**src/hdl/bfdp_pkg.sv**
```systemverilog
`timescale 1ns / 1ps
// ----------------------------------------------------------------------------
// bfdp_pkg
// Shared types, register indexes and floating-point helper functions for the
// bf16 dot product accumulator: bf16 x bf16 multiply rounded to fp32, and an
// fp32 add with round to nearest even and subnormals kept.
// ----------------------------------------------------------------------------
package bfdp_pkg;

  // Configuration register indexes.
  localparam logic [1:0] CFG_ACC_MODE = 2'd0;
  localparam logic [1:0] CFG_BIAS_EN  = 2'd1;
  localparam logic [1:0] CFG_OUT_BF16 = 2'd2;

  localparam logic [31:0] QNAN = 32'h7FC0_0000;

  // Output-side settings handed to the output stage.
  typedef struct packed {
    logic bias_enable;
    logic output_bf16;
  } out_cfg_t;

  // Leading zero count of a 27-bit word; 27 for a zero word.
  function automatic logic [4:0] lzc27(input logic [26:0] v);
    logic [4:0] cnt;
    logic       hit;
    cnt = 5'd27;
    hit = 1'b0;
    for (int i = 26; i >= 0; i--) begin
      if (!hit && v[i]) begin
        cnt = 5'(26 - i);
        hit = 1'b1;
      end
    end
    return cnt;
  endfunction

  // Round a normalized 27-bit significand (24 bits plus guard, round, sticky)
  // to nearest even and pack it. A clear leading bit means a subnormal, e = 1.
  function automatic logic [31:0] round_pack(input logic       sgn,
                                             input logic [9:0] e,
                                             input logic [26:0] n);
    logic        up;
    logic [24:0] m;
    logic [9:0]  ef;
    logic [22:0] frac;
    up = n[2] & (n[1] | n[0] | n[3]);
    m  = {1'b0, n[26:3]} + {24'd0, up};
    if (m[24]) begin
      ef   = e + 10'd1;
      frac = m[23:1];
    end else begin
      ef   = m[23] ? e : 10'd0;
      frac = m[22:0];
    end
    if (ef >= 10'd255) begin
      return {sgn, 8'hFF, 23'd0};
    end
    return {sgn, ef[7:0], frac};
  endfunction

  // fp32 addition.
  function automatic logic [31:0] fp_add(input logic [31:0] x, input logic [31:0] y);
    logic [31:0] a;
    logic [31:0] b;
    logic        a_nan;
    logic        b_nan;
    logic        a_inf;
    logic        b_inf;
    logic [7:0]  exa;
    logic [7:0]  exb;
    logic [7:0]  d;
    logic [26:0] a27;
    logic [26:0] b27;
    logic [53:0] ext;
    logic [26:0] bsh;
    logic [27:0] s;
    logic [26:0] n;
    logic [9:0]  e;
    logic [4:0]  lz;
    logic [4:0]  sh;
    if (y[30:0] > x[30:0]) begin
      a = y;
      b = x;
    end else begin
      a = x;
      b = y;
    end
    a_nan = (a[30:23] == 8'hFF) && (a[22:0] != 23'd0);
    b_nan = (b[30:23] == 8'hFF) && (b[22:0] != 23'd0);
    a_inf = (a[30:23] == 8'hFF) && (a[22:0] == 23'd0);
    b_inf = (b[30:23] == 8'hFF) && (b[22:0] == 23'd0);
    exa = (a[30:23] == 8'd0) ? 8'd1 : a[30:23];
    exb = (b[30:23] == 8'd0) ? 8'd1 : b[30:23];
    d   = exa - exb;
    a27 = {(a[30:23] != 8'd0), a[22:0], 3'b000};
    b27 = {(b[30:23] != 8'd0), b[22:0], 3'b000};
    // Align the smaller operand and fold the bits shifted out into a sticky.
    if (d >= 8'd27) begin
      bsh = {26'd0, (b27 != 27'd0)};
    end else begin
      ext = {b27, 27'd0} >> d;
      bsh = ext[53:27] | {26'd0, (ext[26:0] != 27'd0)};
    end
    if (a[31] == b[31]) begin
      s = {1'b0, a27} + {1'b0, bsh};
    end else begin
      s = {1'b0, a27} - {1'b0, bsh};
    end
    // Normalize: one step right on carry out, otherwise left down to e = 1.
    if (s[27]) begin
      n = s[27:1] | {26'd0, s[0]};
      e = {2'b00, exa} + 10'd1;
    end else begin
      lz = lzc27(s[26:0]);
      sh = ({3'b000, lz} < exa) ? lz : 5'(exa - 8'd1);
      n  = s[26:0] << sh;
      e  = {2'b00, exa} - {5'd0, sh};
    end
    if (a_nan || b_nan || (a_inf && b_inf && (a[31] != b[31]))) begin
      return QNAN;
    end
    if (a_inf) begin
      return a;
    end
    if (s == 28'd0) begin
      return {a[31] & b[31], 31'd0};
    end
    return round_pack(a[31], e, n);
  endfunction

  // bf16 x bf16 multiply, rounded once to fp32.
  function automatic logic [31:0] bf16_mul(input logic [15:0] x, input logic [15:0] y);
    logic               sgn;
    logic               x_nan;
    logic               y_nan;
    logic               x_inf;
    logic               y_inf;
    logic               x_zero;
    logic               y_zero;
    logic [7:0]         ma;
    logic [7:0]         mb;
    logic [15:0]        p;
    logic [26:0]        nin;
    logic signed [10:0] e_raw;
    logic signed [10:0] e_cand;
    logic signed [10:0] rs;
    logic [4:0]         lz;
    logic [53:0]        ext;
    logic [26:0]        n;
    logic [9:0]         e;
    sgn    = x[15] ^ y[15];
    x_nan  = (x[14:7] == 8'hFF) && (x[6:0] != 7'd0);
    y_nan  = (y[14:7] == 8'hFF) && (y[6:0] != 7'd0);
    x_inf  = (x[14:7] == 8'hFF) && (x[6:0] == 7'd0);
    y_inf  = (y[14:7] == 8'hFF) && (y[6:0] == 7'd0);
    x_zero = (x[14:0] == 15'd0);
    y_zero = (y[14:0] == 15'd0);
    ma     = {(x[14:7] != 8'd0), x[6:0]};
    mb     = {(y[14:7] != 8'd0), y[6:0]};
    p      = ma * mb;
    nin    = {p, 11'd0};
    e_raw  = $signed({3'b000, ((x[14:7] == 8'd0) ? 8'd1 : x[14:7])})
           + $signed({3'b000, ((y[14:7] == 8'd0) ? 8'd1 : y[14:7])})
           - 11'sd126;
    lz     = lzc27(nin);
    e_cand = e_raw - $signed({6'd0, lz});
    // Normal results shift left; tiny ones clamp at e = 1 or shift right.
    if (e_cand >= 11'sd1) begin
      n = nin << lz;
      e = 10'(e_cand);
    end else if (e_raw >= 11'sd1) begin
      n = nin << 5'(e_raw - 11'sd1);
      e = 10'd1;
    end else begin
      rs = 11'sd1 - e_raw;
      e  = 10'd1;
      if (rs > 11'sd27) begin
        n = {26'd0, (nin != 27'd0)};
      end else begin
        ext = {nin, 27'd0} >> 5'(rs);
        n   = ext[53:27] | {26'd0, (ext[26:0] != 27'd0)};
      end
    end
    if (x_nan || y_nan || (x_inf && y_zero) || (y_inf && x_zero)) begin
      return QNAN;
    end
    if (x_inf || y_inf) begin
      return {sgn, 8'hFF, 23'd0};
    end
    if (x_zero || y_zero) begin
      return {sgn, 31'd0};
    end
    return round_pack(sgn, e, n);
  endfunction

endpackage

```
**src/hdl/bfdp_out.sv**
```systemverilog
`timescale 1ns / 1ps
// ----------------------------------------------------------------------------
// bfdp_out
// Output stage: holds a finished sum, adds the optional bias, applies the
// optional bf16 rounding and presents the result through a result register.
// ----------------------------------------------------------------------------
module bfdp_out (
  input  logic                clk_i,
  input  logic                rst_ni,
  input  logic                load_i,
  input  logic [31:0]         sum_i,
  input  logic [31:0]         bias_i,
  input  bfdp_pkg::out_cfg_t  cfg_i,
  output logic                free_o,
  output logic                out_valid_o,
  input  logic                out_stall_i,
  output logic [31:0]         result_value_o
);
  import bfdp_pkg::*;

  logic        fin_valid_q;
  logic [31:0] fin_sum_q;
  logic [31:0] fin_bias_q;
  logic        res_valid_q;
  logic [31:0] res_q;
  logic        fin_adv;
  logic [31:0] biased;
  logic [31:0] rounded;
  logic [31:0] res_d;

  // The held sum moves on when the result register is empty or being taken.
  assign fin_adv = fin_valid_q && (!res_valid_q || !out_stall_i);
  assign free_o  = !fin_valid_q || fin_adv;

  // Bias add and bf16 rounding.
  always_comb begin
    biased  = cfg_i.bias_enable ? fp_add(fin_sum_q, fin_bias_q) : fin_sum_q;
    rounded = biased + 32'h0000_8000;
    res_d   = cfg_i.output_bf16 ? {16'd0, rounded[31:16]} : biased;
  end

  always_ff @(posedge clk_i or negedge rst_ni) begin
    if (!rst_ni) begin
      fin_valid_q <= 1'b0;
      res_valid_q <= 1'b0;
    end else begin
      if (load_i) begin
        fin_valid_q <= 1'b1;
      end else if (fin_adv) begin
        fin_valid_q <= 1'b0;
      end
      if (fin_adv) begin
        res_valid_q <= 1'b1;
      end else if (!out_stall_i) begin
        res_valid_q <= 1'b0;
      end
    end
  end

  always_ff @(posedge clk_i) begin
    if (load_i) begin
      fin_sum_q  <= sum_i;
      fin_bias_q <= bias_i;
    end
    if (fin_adv) begin
      res_q <= res_d;
    end
  end

  assign out_valid_o    = res_valid_q;
  assign result_value_o = res_q;

endmodule

```
**src/hdl/bf16_dot_product_accumulator.sv**
```systemverilog
`timescale 1ns / 1ps
// ----------------------------------------------------------------------------
// bf16_dot_product_accumulator
// bf16 dot product with fp32 accumulation: two products per item are added
// into one fp32 accumulator, with optional prior sum, bias and bf16 output.
// ----------------------------------------------------------------------------
// An item is accepted when idle or while the previous one finishes its odd add,
// which for a last item waits for a free output stage; the single fp32 adder
// on the accumulator loop is used once for the even and once for the odd product.
// Reset clears the accumulator to +0.0, all settings to zero and empties
// every stage.
module bf16_dot_product_accumulator (
  input  logic        clk_i,
  input  logic        rst_ni,
  input  logic        cfg_we_i,
  input  logic [1:0]  cfg_idx_i,
  input  logic [0:0]  cfg_wdata_i,
  input  logic        in_valid_i,
  output logic        in_stall_o,
  input  logic [15:0] a_even_i,
  input  logic [15:0] a_odd_i,
  input  logic [15:0] b_even_i,
  input  logic [15:0] b_odd_i,
  input  logic        first_i,
  input  logic        last_i,
  input  logic [31:0] prior_sum_i,
  input  logic [31:0] bias_i,
  output logic        out_valid_o,
  input  logic        out_stall_i,
  output logic [31:0] result_value_o
);
  import bfdp_pkg::*;

  logic        acc_mode_q;
  out_cfg_t    ocfg_q;
  logic        wk_busy_q;
  logic        wk_phase_q;
  logic        wk_first_q;
  logic        wk_last_q;
  logic [31:0] prod_even_q;
  logic [31:0] prod_odd_q;
  logic [31:0] prior_q;
  logic [31:0] bias_q;
  logic [31:0] acc_q;
  logic [31:0] acc_d;
  logic [31:0] acc_base;
  logic [31:0] add_a;
  logic [31:0] add_b;
  logic        fin_free;
  logic        wk_done;
  logic        accept;
  logic        acc_we;

  // Configuration writes.
  always_ff @(posedge clk_i or negedge rst_ni) begin
    if (!rst_ni) begin
      acc_mode_q <= 1'b0;
      ocfg_q     <= '0;
    end else if (cfg_we_i) begin
      unique case (cfg_idx_i)
        CFG_ACC_MODE: acc_mode_q         <= cfg_wdata_i[0];
        CFG_BIAS_EN:  ocfg_q.bias_enable <= cfg_wdata_i[0];
        CFG_OUT_BF16: ocfg_q.output_bf16 <= cfg_wdata_i[0];
        default:      ;
      endcase
    end
  end

  // Handshake: an item enters when idle or while the previous one finishes its odd add.
  assign wk_done    = wk_busy_q && wk_phase_q && (!wk_last_q || fin_free);
  assign accept     = in_valid_i && (!wk_busy_q || wk_done);
  assign in_stall_o = !(!wk_busy_q || wk_done);

  // Accumulator add: even product in phase zero, odd product in phase one.
  always_comb begin
    acc_base = wk_first_q ? (acc_mode_q ? prior_q : 32'd0) : acc_q;
    add_a    = wk_phase_q ? prod_odd_q : prod_even_q;
    add_b    = wk_phase_q ? acc_q : acc_base;
    acc_d    = fp_add(add_a, add_b);
    acc_we   = wk_busy_q && (!wk_phase_q || wk_done);
  end

  always_ff @(posedge clk_i or negedge rst_ni) begin
    if (!rst_ni) begin
      wk_busy_q  <= 1'b0;
      wk_phase_q <= 1'b0;
      acc_q      <= 32'd0;
    end else begin
      if (acc_we) begin
        acc_q <= acc_d;
      end
      if (wk_busy_q && !wk_phase_q) begin
        wk_phase_q <= 1'b1;
      end else if (!wk_busy_q || wk_done) begin
        wk_busy_q  <= accept;
        wk_phase_q <= 1'b0;
      end
    end
  end

  // Input register with the two products formed on the way in.
  always_ff @(posedge clk_i) begin
    if (accept) begin
      prod_even_q <= bf16_mul(a_even_i, b_even_i);
      prod_odd_q  <= bf16_mul(a_odd_i, b_odd_i);
      wk_first_q  <= first_i;
      wk_last_q   <= last_i;
      prior_q     <= prior_sum_i;
      bias_q      <= bias_i;
    end
  end

  bfdp_out u_out (
    .clk_i          (clk_i),
    .rst_ni         (rst_ni),
    .load_i         (wk_done && wk_last_q),
    .sum_i          (acc_d),
    .bias_i         (bias_q),
    .cfg_i          (ocfg_q),
    .free_o         (fin_free),
    .out_valid_o    (out_valid_o),
    .out_stall_i    (out_stall_i),
    .result_value_o (result_value_o)
  );

endmodule

```
**config.mk**
```make
export PLATFORM = sky130hd
export DESIGN_NAME = bf16_dot_product_accumulator
export DESIGN_NICKNAME = d
export VERILOG_FILES = /design/src/hdl/bfdp_pkg.sv /design/src/hdl/bfdp_out.sv /design/src/hdl/bf16_dot_product_accumulator.sv
export SDC_FILE = /design/constraint.sdc
export NUM_CORES = 2
export LEC_CHECK = 0
export ABC_AREA = 0
export BUFFER_PORTS_ARGS = -buffer_cell sky130_fd_sc_hd__buf_4
export CAP_MARGIN = 20
export CELL_PAD_IN_SITES_DETAIL_PLACEMENT = 1
export CELL_PAD_IN_SITES_GLOBAL_PLACEMENT = 1
export CORE_UTILIZATION = 53
export CTS_BUF_LIST = sky130_fd_sc_hd__clkbuf_8
export DETAILED_ROUTE_END_ITERATION = 16
export PLACE_DENSITY_LB_ADDON = 0.1
export SKIP_CTS_REPAIR_TIMING = 1
export SYNTH_ARGS = -nofsm -noshare
export SYNTH_HDL_FRONTEND = slang
export SYNTH_HIERARCHICAL = 1
export SYNTH_SLANG_ARGS = --single-unit
```
**constraint.sdc**
```tcl
create_clock -name clk_i -period 37.9 [get_ports clk_i]
set_input_delay 7.58 -clock clk_i [delete_from_list [all_inputs] [get_ports clk_i]]
set_output_delay 7.58 -clock clk_i [all_outputs]
set_load 0.02 [all_outputs]
```
; Word-level counts from Yosys, hierarchy flattened
; Cells that the tools add are included.
[word_totals]
ff_bits = 265
elab_cells = 795
[classes]
mux = 406
shifts = 10
bitwise = 23
n_eq_ne = 15
n_lt_le_gt_ge = 16
multipliers = 2
n_reduce_logical = 274
addsub = 31
[ops]
columns = cell, count
row1 = $mux W32, 41
row2 = $mux W5, 92
row3 = $mux W27, 12
row4 = $mux W10, 28
row5 = $mux W1, 218
row6 = $or A27 B1 Y27, 6
row7 = $shl A27 B5 Y27, 6
row8 = $logic_and A1 B1 Y1, 113
row9 = $reduce_bool A27 Y1, 4
row10 = $shr A54 B5 Y54, 2
row11 = $shr A54 B8 Y54, 2
row12 = $add A24 B1 Y25, 4
row13 = $logic_not A23 Y1, 4
row14 = $mux W23, 4
row15 = $reduce_bool A23 Y1, 4
row16 = $logic_not A1 Y1, 89
row17 = $eq A8 B8 Y1 const B, 8
row18 = $logic_not A8 Y1, 8
row19 = $mux W8, 8
row20 = $reduce_bool A8 Y1, 8
row21 = $gt A31 B31 Y1, 2
row22 = $logic_not A15 Y1, 4
row23 = $add A27 B27 Y28, 2
row24 = $logic_not A28 Y1, 2
row25 = other kinds (38), 106

; Longest topological paths before layout
[depth]
depth_word = 142
ltp_mapped = 89
mapped_depth_nobuf = 74

; Cells and area by module
; Netlist, hierarchy kept.
[modules_own_cells]
columns = module, seq_area_each_um2, cells_per_inst, instances, area_each_um2
row1 = bf16_dot_product_accumulator, 4829.6, 4174, 1, 31273.7
row2 = bfdp_out, 2932.8, 2419, 1, 17777.0

; Least setup slack after synthesis
; Ideal clock, no wire load.
[synth_timing]
kind = in2reg
from = in b_odd_i[7]
to = reg prod_odd_q[16], data pin
path_buffers = 4
path_slack_ns = 18.255
arrival_time_ns = 19.379
cell_stages = 50
cell_sequence = nor4_1 nand2_1 clkbuf_1 nand2_1 fa_1 fa_1 fa_1 inv_1 fa_1 ha_1 inv_1 o21bai_1 a21oi_1 o21bai_1 a21oi_1 o21bai_1 a21oi_1 o21bai_1 [14 not listed] a21oi_1 xnor2_1 or4_1 or4_1 maj3_1 nand2_1 inv_1 or3_1 clkbuf_1 nor2_1 ha_1 nand2_1 nor2_1 nand4_1 or3_1 nor4b_1 xnor2_1 nor2_1
[synth_via]
elab_chain_len = 88
[synth_lines]
columns = item, line
row1 = from (decl), bf16_dot_product_accumulator.sv:23  ; input logic [15:0] b_odd_i,
row2 = $reduce_bool A8 Y1, bfdp_pkg.sv:160  ; mb = {(y[14:7] != 8'd0), y[6:0]};
row3 = $mul A8 B8 Y16, bfdp_pkg.sv:161  ; p = ma * mb;
row4 = $mux W1, bfdp_pkg.sv:30  ; if (!hit && v[i]) begin
row5 = $mux W1, bf16_dot_product_accumulator.sv:103  ; if (accept) begin
row6 = $logic_not A1 Y1, bfdp_pkg.sv:30
row7 = $logic_and A1 B1 Y1, bfdp_pkg.sv:30
row8 = $mux W1, bfdp_pkg.sv:30
row9 = $mux W1, bf16_dot_product_accumulator.sv:103
row10 = [72 not listed], n/a
row11 = $mux W1, bfdp_pkg.sv:194  ; return round_pack(sgn, e, n);
row12 = $mux W1, bfdp_pkg.sv:191  ; if (x_zero || y_zero) begin
row13 = $mux W1, bfdp_pkg.sv:188  ; if (x_inf || y_inf) begin
row14 = $mux W1, bf16_dot_product_accumulator.sv:103
row15 = $mux W32, bfdp_pkg.sv:59  ; return {sgn, ef[7:0], frac};
row16 = $mux W32, bfdp_pkg.sv:194
row17 = $mux W32, bfdp_pkg.sv:191
row18 = $mux W32 (*), bfdp_pkg.sv:188
row19 = to (signal assigned), bf16_dot_product_accumulator.sv:105  ; prod_odd_q <= bf16_mul(a_odd_i, b_odd_i);
row20 = to (decl), bf16_dot_product_accumulator.sv:41  ; logic [31:0] prod_odd_q;
; Every way passes the cells marked *; elsewhere a longest branch is shown, timed or not. The select of a mux whose other input is x is not followed.
; A chain may end at the register's enable or synchronous reset.

; Worst setup path after layout
[layout_timing]
from = reg wk_phase_q
to = reg u_out.fin_sum_q[2], data pin
[layout_via]
elab_chain_len = 140
[layout_lines]
columns = item, line
row1 = from (decl), bf16_dot_product_accumulator.sv:37  ; logic wk_phase_q;
row2 = from (signal assigned), bf16_dot_product_accumulator.sv:86  ; wk_phase_q <= 1'b0;
row3 = from (signal assigned), bf16_dot_product_accumulator.sv:93  ; wk_phase_q <= 1'b1;
row4 = from (signal assigned), bf16_dot_product_accumulator.sv:96  ; wk_phase_q <= 1'b0;
row5 = $mux W32 (on tied branches), "bf16_dot_product_accumulator.sv:78, bf16_dot_product_accumulator.sv:77"
row6 = $gt A31 B31 Y1, bfdp_pkg.sv:82  ; if (y[30:0] > x[30:0]) begin
row7 = $mux W32, bfdp_pkg.sv:82
row8 = $logic_not A8 Y1 (on tied branches), "bfdp_pkg.sv:93, bfdp_pkg.sv:94"
row9 = $mux W8 (on tied branches), "bfdp_pkg.sv:93, bfdp_pkg.sv:94"
row10 = $sub A8 B8 Y8, bfdp_pkg.sv:95  ; d = exa - exb;
row11 = $shr A54 B8 Y54, bfdp_pkg.sv:102  ; ext = {b27, 27'd0} >> d;
row12 = $reduce_bool A27 Y1, bfdp_pkg.sv:103  ; bsh = ext[53:27] | {26'd0, (ext[26:0] != 27'd0)};
row13 = [125 not listed], n/a
row14 = $mux W1, bfdp_pkg.sv:129  ; return round_pack(a[31], e, n);
row15 = $mux W1, bfdp_pkg.sv:126  ; if (s == 28'd0) begin
row16 = $mux W1, bfdp_pkg.sv:123  ; if (a_inf) begin
row17 = $mux W32, bfdp_pkg.sv:59
row18 = $mux W32, bfdp_pkg.sv:129
row19 = $mux W32, bfdp_pkg.sv:126
row20 = $mux W32 (*), bfdp_pkg.sv:123
row21 = named net acc_d[2], bf16_dot_product_accumulator.sv:45  ; logic [31:0] acc_d;
row22 = to (signal assigned), bfdp_out.sv:62  ; fin_sum_q <= sum_i;
row23 = to (decl), bfdp_out.sv:22  ; logic [31:0] fin_sum_q;
; The timed path passes the listed nets; every way through them passes the cells marked *. The select of a mux whose other input is x is not followed.

==> summary by stage <==
Run status
The flow ran to the end, and the final reports show no timing, DRC or antenna violations.

GRT
Entering global routing, the biggest net connects 83 pins. The via count of the first global-routing pass is 56629. The initial antenna violation count is 21. For this run, the total global-route usage over all layers was measured as 48.94%.

The first-pass GRT wire length is 355400 um. Global routing finished with a remaining overflow of 0.

Floorplanning
The floorplan step set the die width to 306.2 um. The starting utilization of the core area is 53.51%. During I/O placement, the number of pins put on the boundary was 172. The floorplan step defined a die boundary enclosing 93770 sq um. In this run the standard cell core region covers 91660 sq um. After floorplanning, the core was divided into 111 placement rows. The die span in y is 306.2 um.

Route
The first detailed-routing pass ran for 9 iterations. The final routed wire length divided by cell count is 30.70 um. The via total after detailed routing is 57898. The detailed router used layers up to and including met5.

The number of routed nets with antenna violations is 0. The routed metal-1 wirelength is 89880 um. The routed length on met3 is 30290 um. The DRC violation count after routing is 0. Summed over all nets, wire length on met2 after detailed routing comes to 101500 um. Dividing the detail-routed via count by the number of cells gives 7.445.

After the first detailed-routing iteration, the DRC count stood at 8197. For this block, the routed nets add up to 238800 um of wire.

Clock network
In this run, CTS created clock tree buffers numbering 50. The insertion delay to the later sink of the worst-skew pair is 0.70 ns. The clock tree from TritonCTS is done. The number of buffers on the longest clock path is 3. The clock sink count is 265. The clock-pin transition on the worst setup and hold timing paths is 0.06 ns. Clock tree synthesis selected as its root buffer the cell clkbuf_8. CTS built an H-tree with a depth of 2.

Yosys
The post-synthesis net count is 7138. After synthesis the cells add up to 49050 sq um. The synthesized netlist devotes 26.50% of its cell area to compound gates. Summing the areas of all fa, ha and maj instances in the mapped netlist gives 11.66% of the synthesized area. Of all flip-flops after synthesis, the portion carrying an async set or reset was 14.72%. The simple-gate portion of the synthesized area is 24.63%. The most used flip-flop cell after synthesis is edfxtp_1. By area the synthesized netlist is led by edfxtp_1 14%, ha_1 8.3%, mux2i_1 6.3%. After synthesis, the largest family of logic cells by area is compound AO/OA/AOI/OAI gates.

The share of synthesized area in the top cell type comes to 13.84%. The mean instance size in the synthesized netlist is 7.440 sq um. Summed over all instances, the cell type with the most area after synthesis is edfxtp_1. The portion of netlist area occupied by mux cells is 10.42%. The synthesized instance count is 6593. The count of state elements after synthesis is 265.

The synthesized netlist devotes 4.239% of its cell area to XOR and XNOR gates. The count of warnings emitted by yosys is 6. The sequential fraction of the synthesis area is 15.83%.

The netlist uses 125 different library cells. Yosys mapped a number of flops with a built-in enable equal to 226.

Setup path
The arrival time at the worst endpoint is 23.77 ns. Of all nets on the critical path, the largest fanout is 54. The critical path in this run is classified as flop to flop.

The delay of the slowest cell on the worst path is 0.85 ns. The cell with the biggest individual delay on the critical path is or4_1. STA puts the critical path data required time at 38.25 ns.

By instance count, the cell type seen most on the critical path is nand2_1. The type of element capturing the critical path is a flop. STA classifies the critical path startpoint as a flop.

Timing
For the pin with the worst max-slew slack, the measured transition is 1.216 ns. Setup repair after global routing left no endpoint under its margin. Dividing the final minimum period by the clock period gives 61.78%. The number of endpoints with negative hold slack in the final report is 0. The clock arrives with 0.05705 ns of skew. The worst pin sits at a relative slew slack of 16.65%. The highest achievable clock rate is 42.71 MHz. The shortest period the worst path allows is 23.42 ns. Setup violations remaining at the end of the flow were counted as 0. Setup total negative slack on the finished layout was measured at 0 ns.

The final-report max-slew violation count is 0.

Cells and area
Fill cells in the final layout number 11516. Of the cells placed in the final design, the portion with a size suffix greater than 1 is 10.08%. The layout overhead on the synthesized area is 6.500%. The final layout contains 7083 nets.

Placement
Detailed placement ended at an HPWL of 187800 um. Buffers placed on the I/O ports in this run total 171. At the end of routability-driven placement, the weighted congestion stood at 1.100.

Run
Max-cap violations in this run came to 0.

Min path
The type of the tightest min-delay check is flop to flop.
-- stage by stage --
stage / cell area [sq um] / worst slack, ns / cells / hold WS [ns] / utilization [%]
final: 52240 / 14.48 / 7777 / 0.4512 / 56.99
after global routing: 52220 / 13.59 / 7768 / 0.4563 / 56.97
after CTS: 52170 / 14.99 / 7762 / 0.4573 / 56.91
after detailed placement: 51150 / 15.14 / 7668 / 0.4426 / 55.80
after global placement: 51150 / 15.63 / 7668 / 0.4014 / 55.80
after floorplan: 49050 / 18.25 / 6593 / 0.4003 / -
-- critical path, delay by kind of cell, from the launching register on --
kind,cells,cell delay (ns)
and+or+nand+nor,29,10.29
AOI/OAI and AO/OA,16,5.56
buffers and inverters,9,2.84
muxes,3,1.65
adders and majority gates,5,1.60
xor gates and xnor gates,1,0.56
DFF,1,0.39
-- area by class of cell --
type / instances / area [sq um] / area share, %
Tap cell: 1186 / 1484 / 2.841
Clock buffer: 55 / 757.0 / 1.449
Inverter: 427 / 1603 / 3.068
Clock inverter: 39 / 260.3 / 0.4982
Sequential cell: 265 / 7764 / 14.86
Antenna cell: 11 / 27.53 / 0.05269
Multi-Input combinational cell: 5508 / 38180 / 73.10
Timing Repair Buffer: 286 / 2160 / 4.134
-- metal layers --
metal / GRT usage [%] / vias to the layer above
met5: 0.4134 / -
met2: 73.16 / 4265
li1: - / 24383
met3: 14.05 / 1115
met4: 29.69 / 30
met1: 62.20 / 28105
-- flip-flops by register name, indices dropped and copies added, names as in the netlist --
name,cells
prod_odd_q,32
wk_busy_q,1
u_out/out_valid_o,1
acc_q,32
prod_even_q,32
u_out/fin_bias_q,32
wk_first_q,1
wk_last_q,1
u_out/fin_valid_q,1
prior_q,32
bias_q,32
wk_phase_q,1
ocfg_q,2
acc_mode_q,1
u_out/result_value_o,32
u_out/fin_sum_q,32
-- cells in the final DEF, fill, tap and decap left out, types with 100 or more instances in the layout --
master and instances:
mux2i_1 309, ha_1 323, nor2_1 648, and2_1 148, o21ai_0 374, nor4_1 114
nor3_1 193, nand2_1 684, o211ai_1 100, edfxtp_1 226, nand3_1 177, inv_1 421
a21oi_1 486, xnor2_1 168, buf_4 285
-- cell usage after synthesis (all sizes together) (91+ instances only) --
cell type / n
a211oi: 96
a21oi: 489
and2: 150
buf: 141
clkbuf: 252
edfxtp: 226
ha: 325
inv: 420
mux2: 91
mux2i: 309
nand2: 687
nand3: 178
nand4: 95
nor2: 653
nor3: 198
nor4: 124
o211ai: 104
o21ai: 401
xnor2: 173
-- kinds of logic after synthesis --
logic type                 Yosys count
and+or+nand+nor                   2479
AOI/OAI and AO/OA                 1943
buffers and inverters              820
muxes                              444
adders and majority gates          408
DFF                                265
xor gates and xnor gates           234
-- path summary, 6_finish.rpt --
check | from | endpoint | slack [ns] | depth (start not counted)
worst max-delay path | wk_phase_q$_DFFE_PN0P_ | u_out/fin_sum_q[2]$_DFFE_PP_ | 14.48 | 63
worst min-delay path | bias_q[31]$_DFFE_PP_ | u_out/fin_bias_q[31]$_DFFE_PP_ | 0.45 | 0
worst max register to register | wk_phase_q$_DFFE_PN0P_ | u_out/fin_sum_q[2]$_DFFE_PP_ | 14.48 | 63
worst min register to register | bias_q[31]$_DFFE_PP_ | u_out/fin_bias_q[31]$_DFFE_PP_ | 0.45 | 0
max in group asynchronous | rst_ni | wk_phase_q$_DFFE_PN0P_ | 30.57 | 1
min in group asynchronous | rst_ni | acc_mode_q$_DFFE_PN0P_ | 6.88 | 1
Power is not shown: default switching activity piles up to over one toggle a cycle in this logic, so the estimate is an artifact.
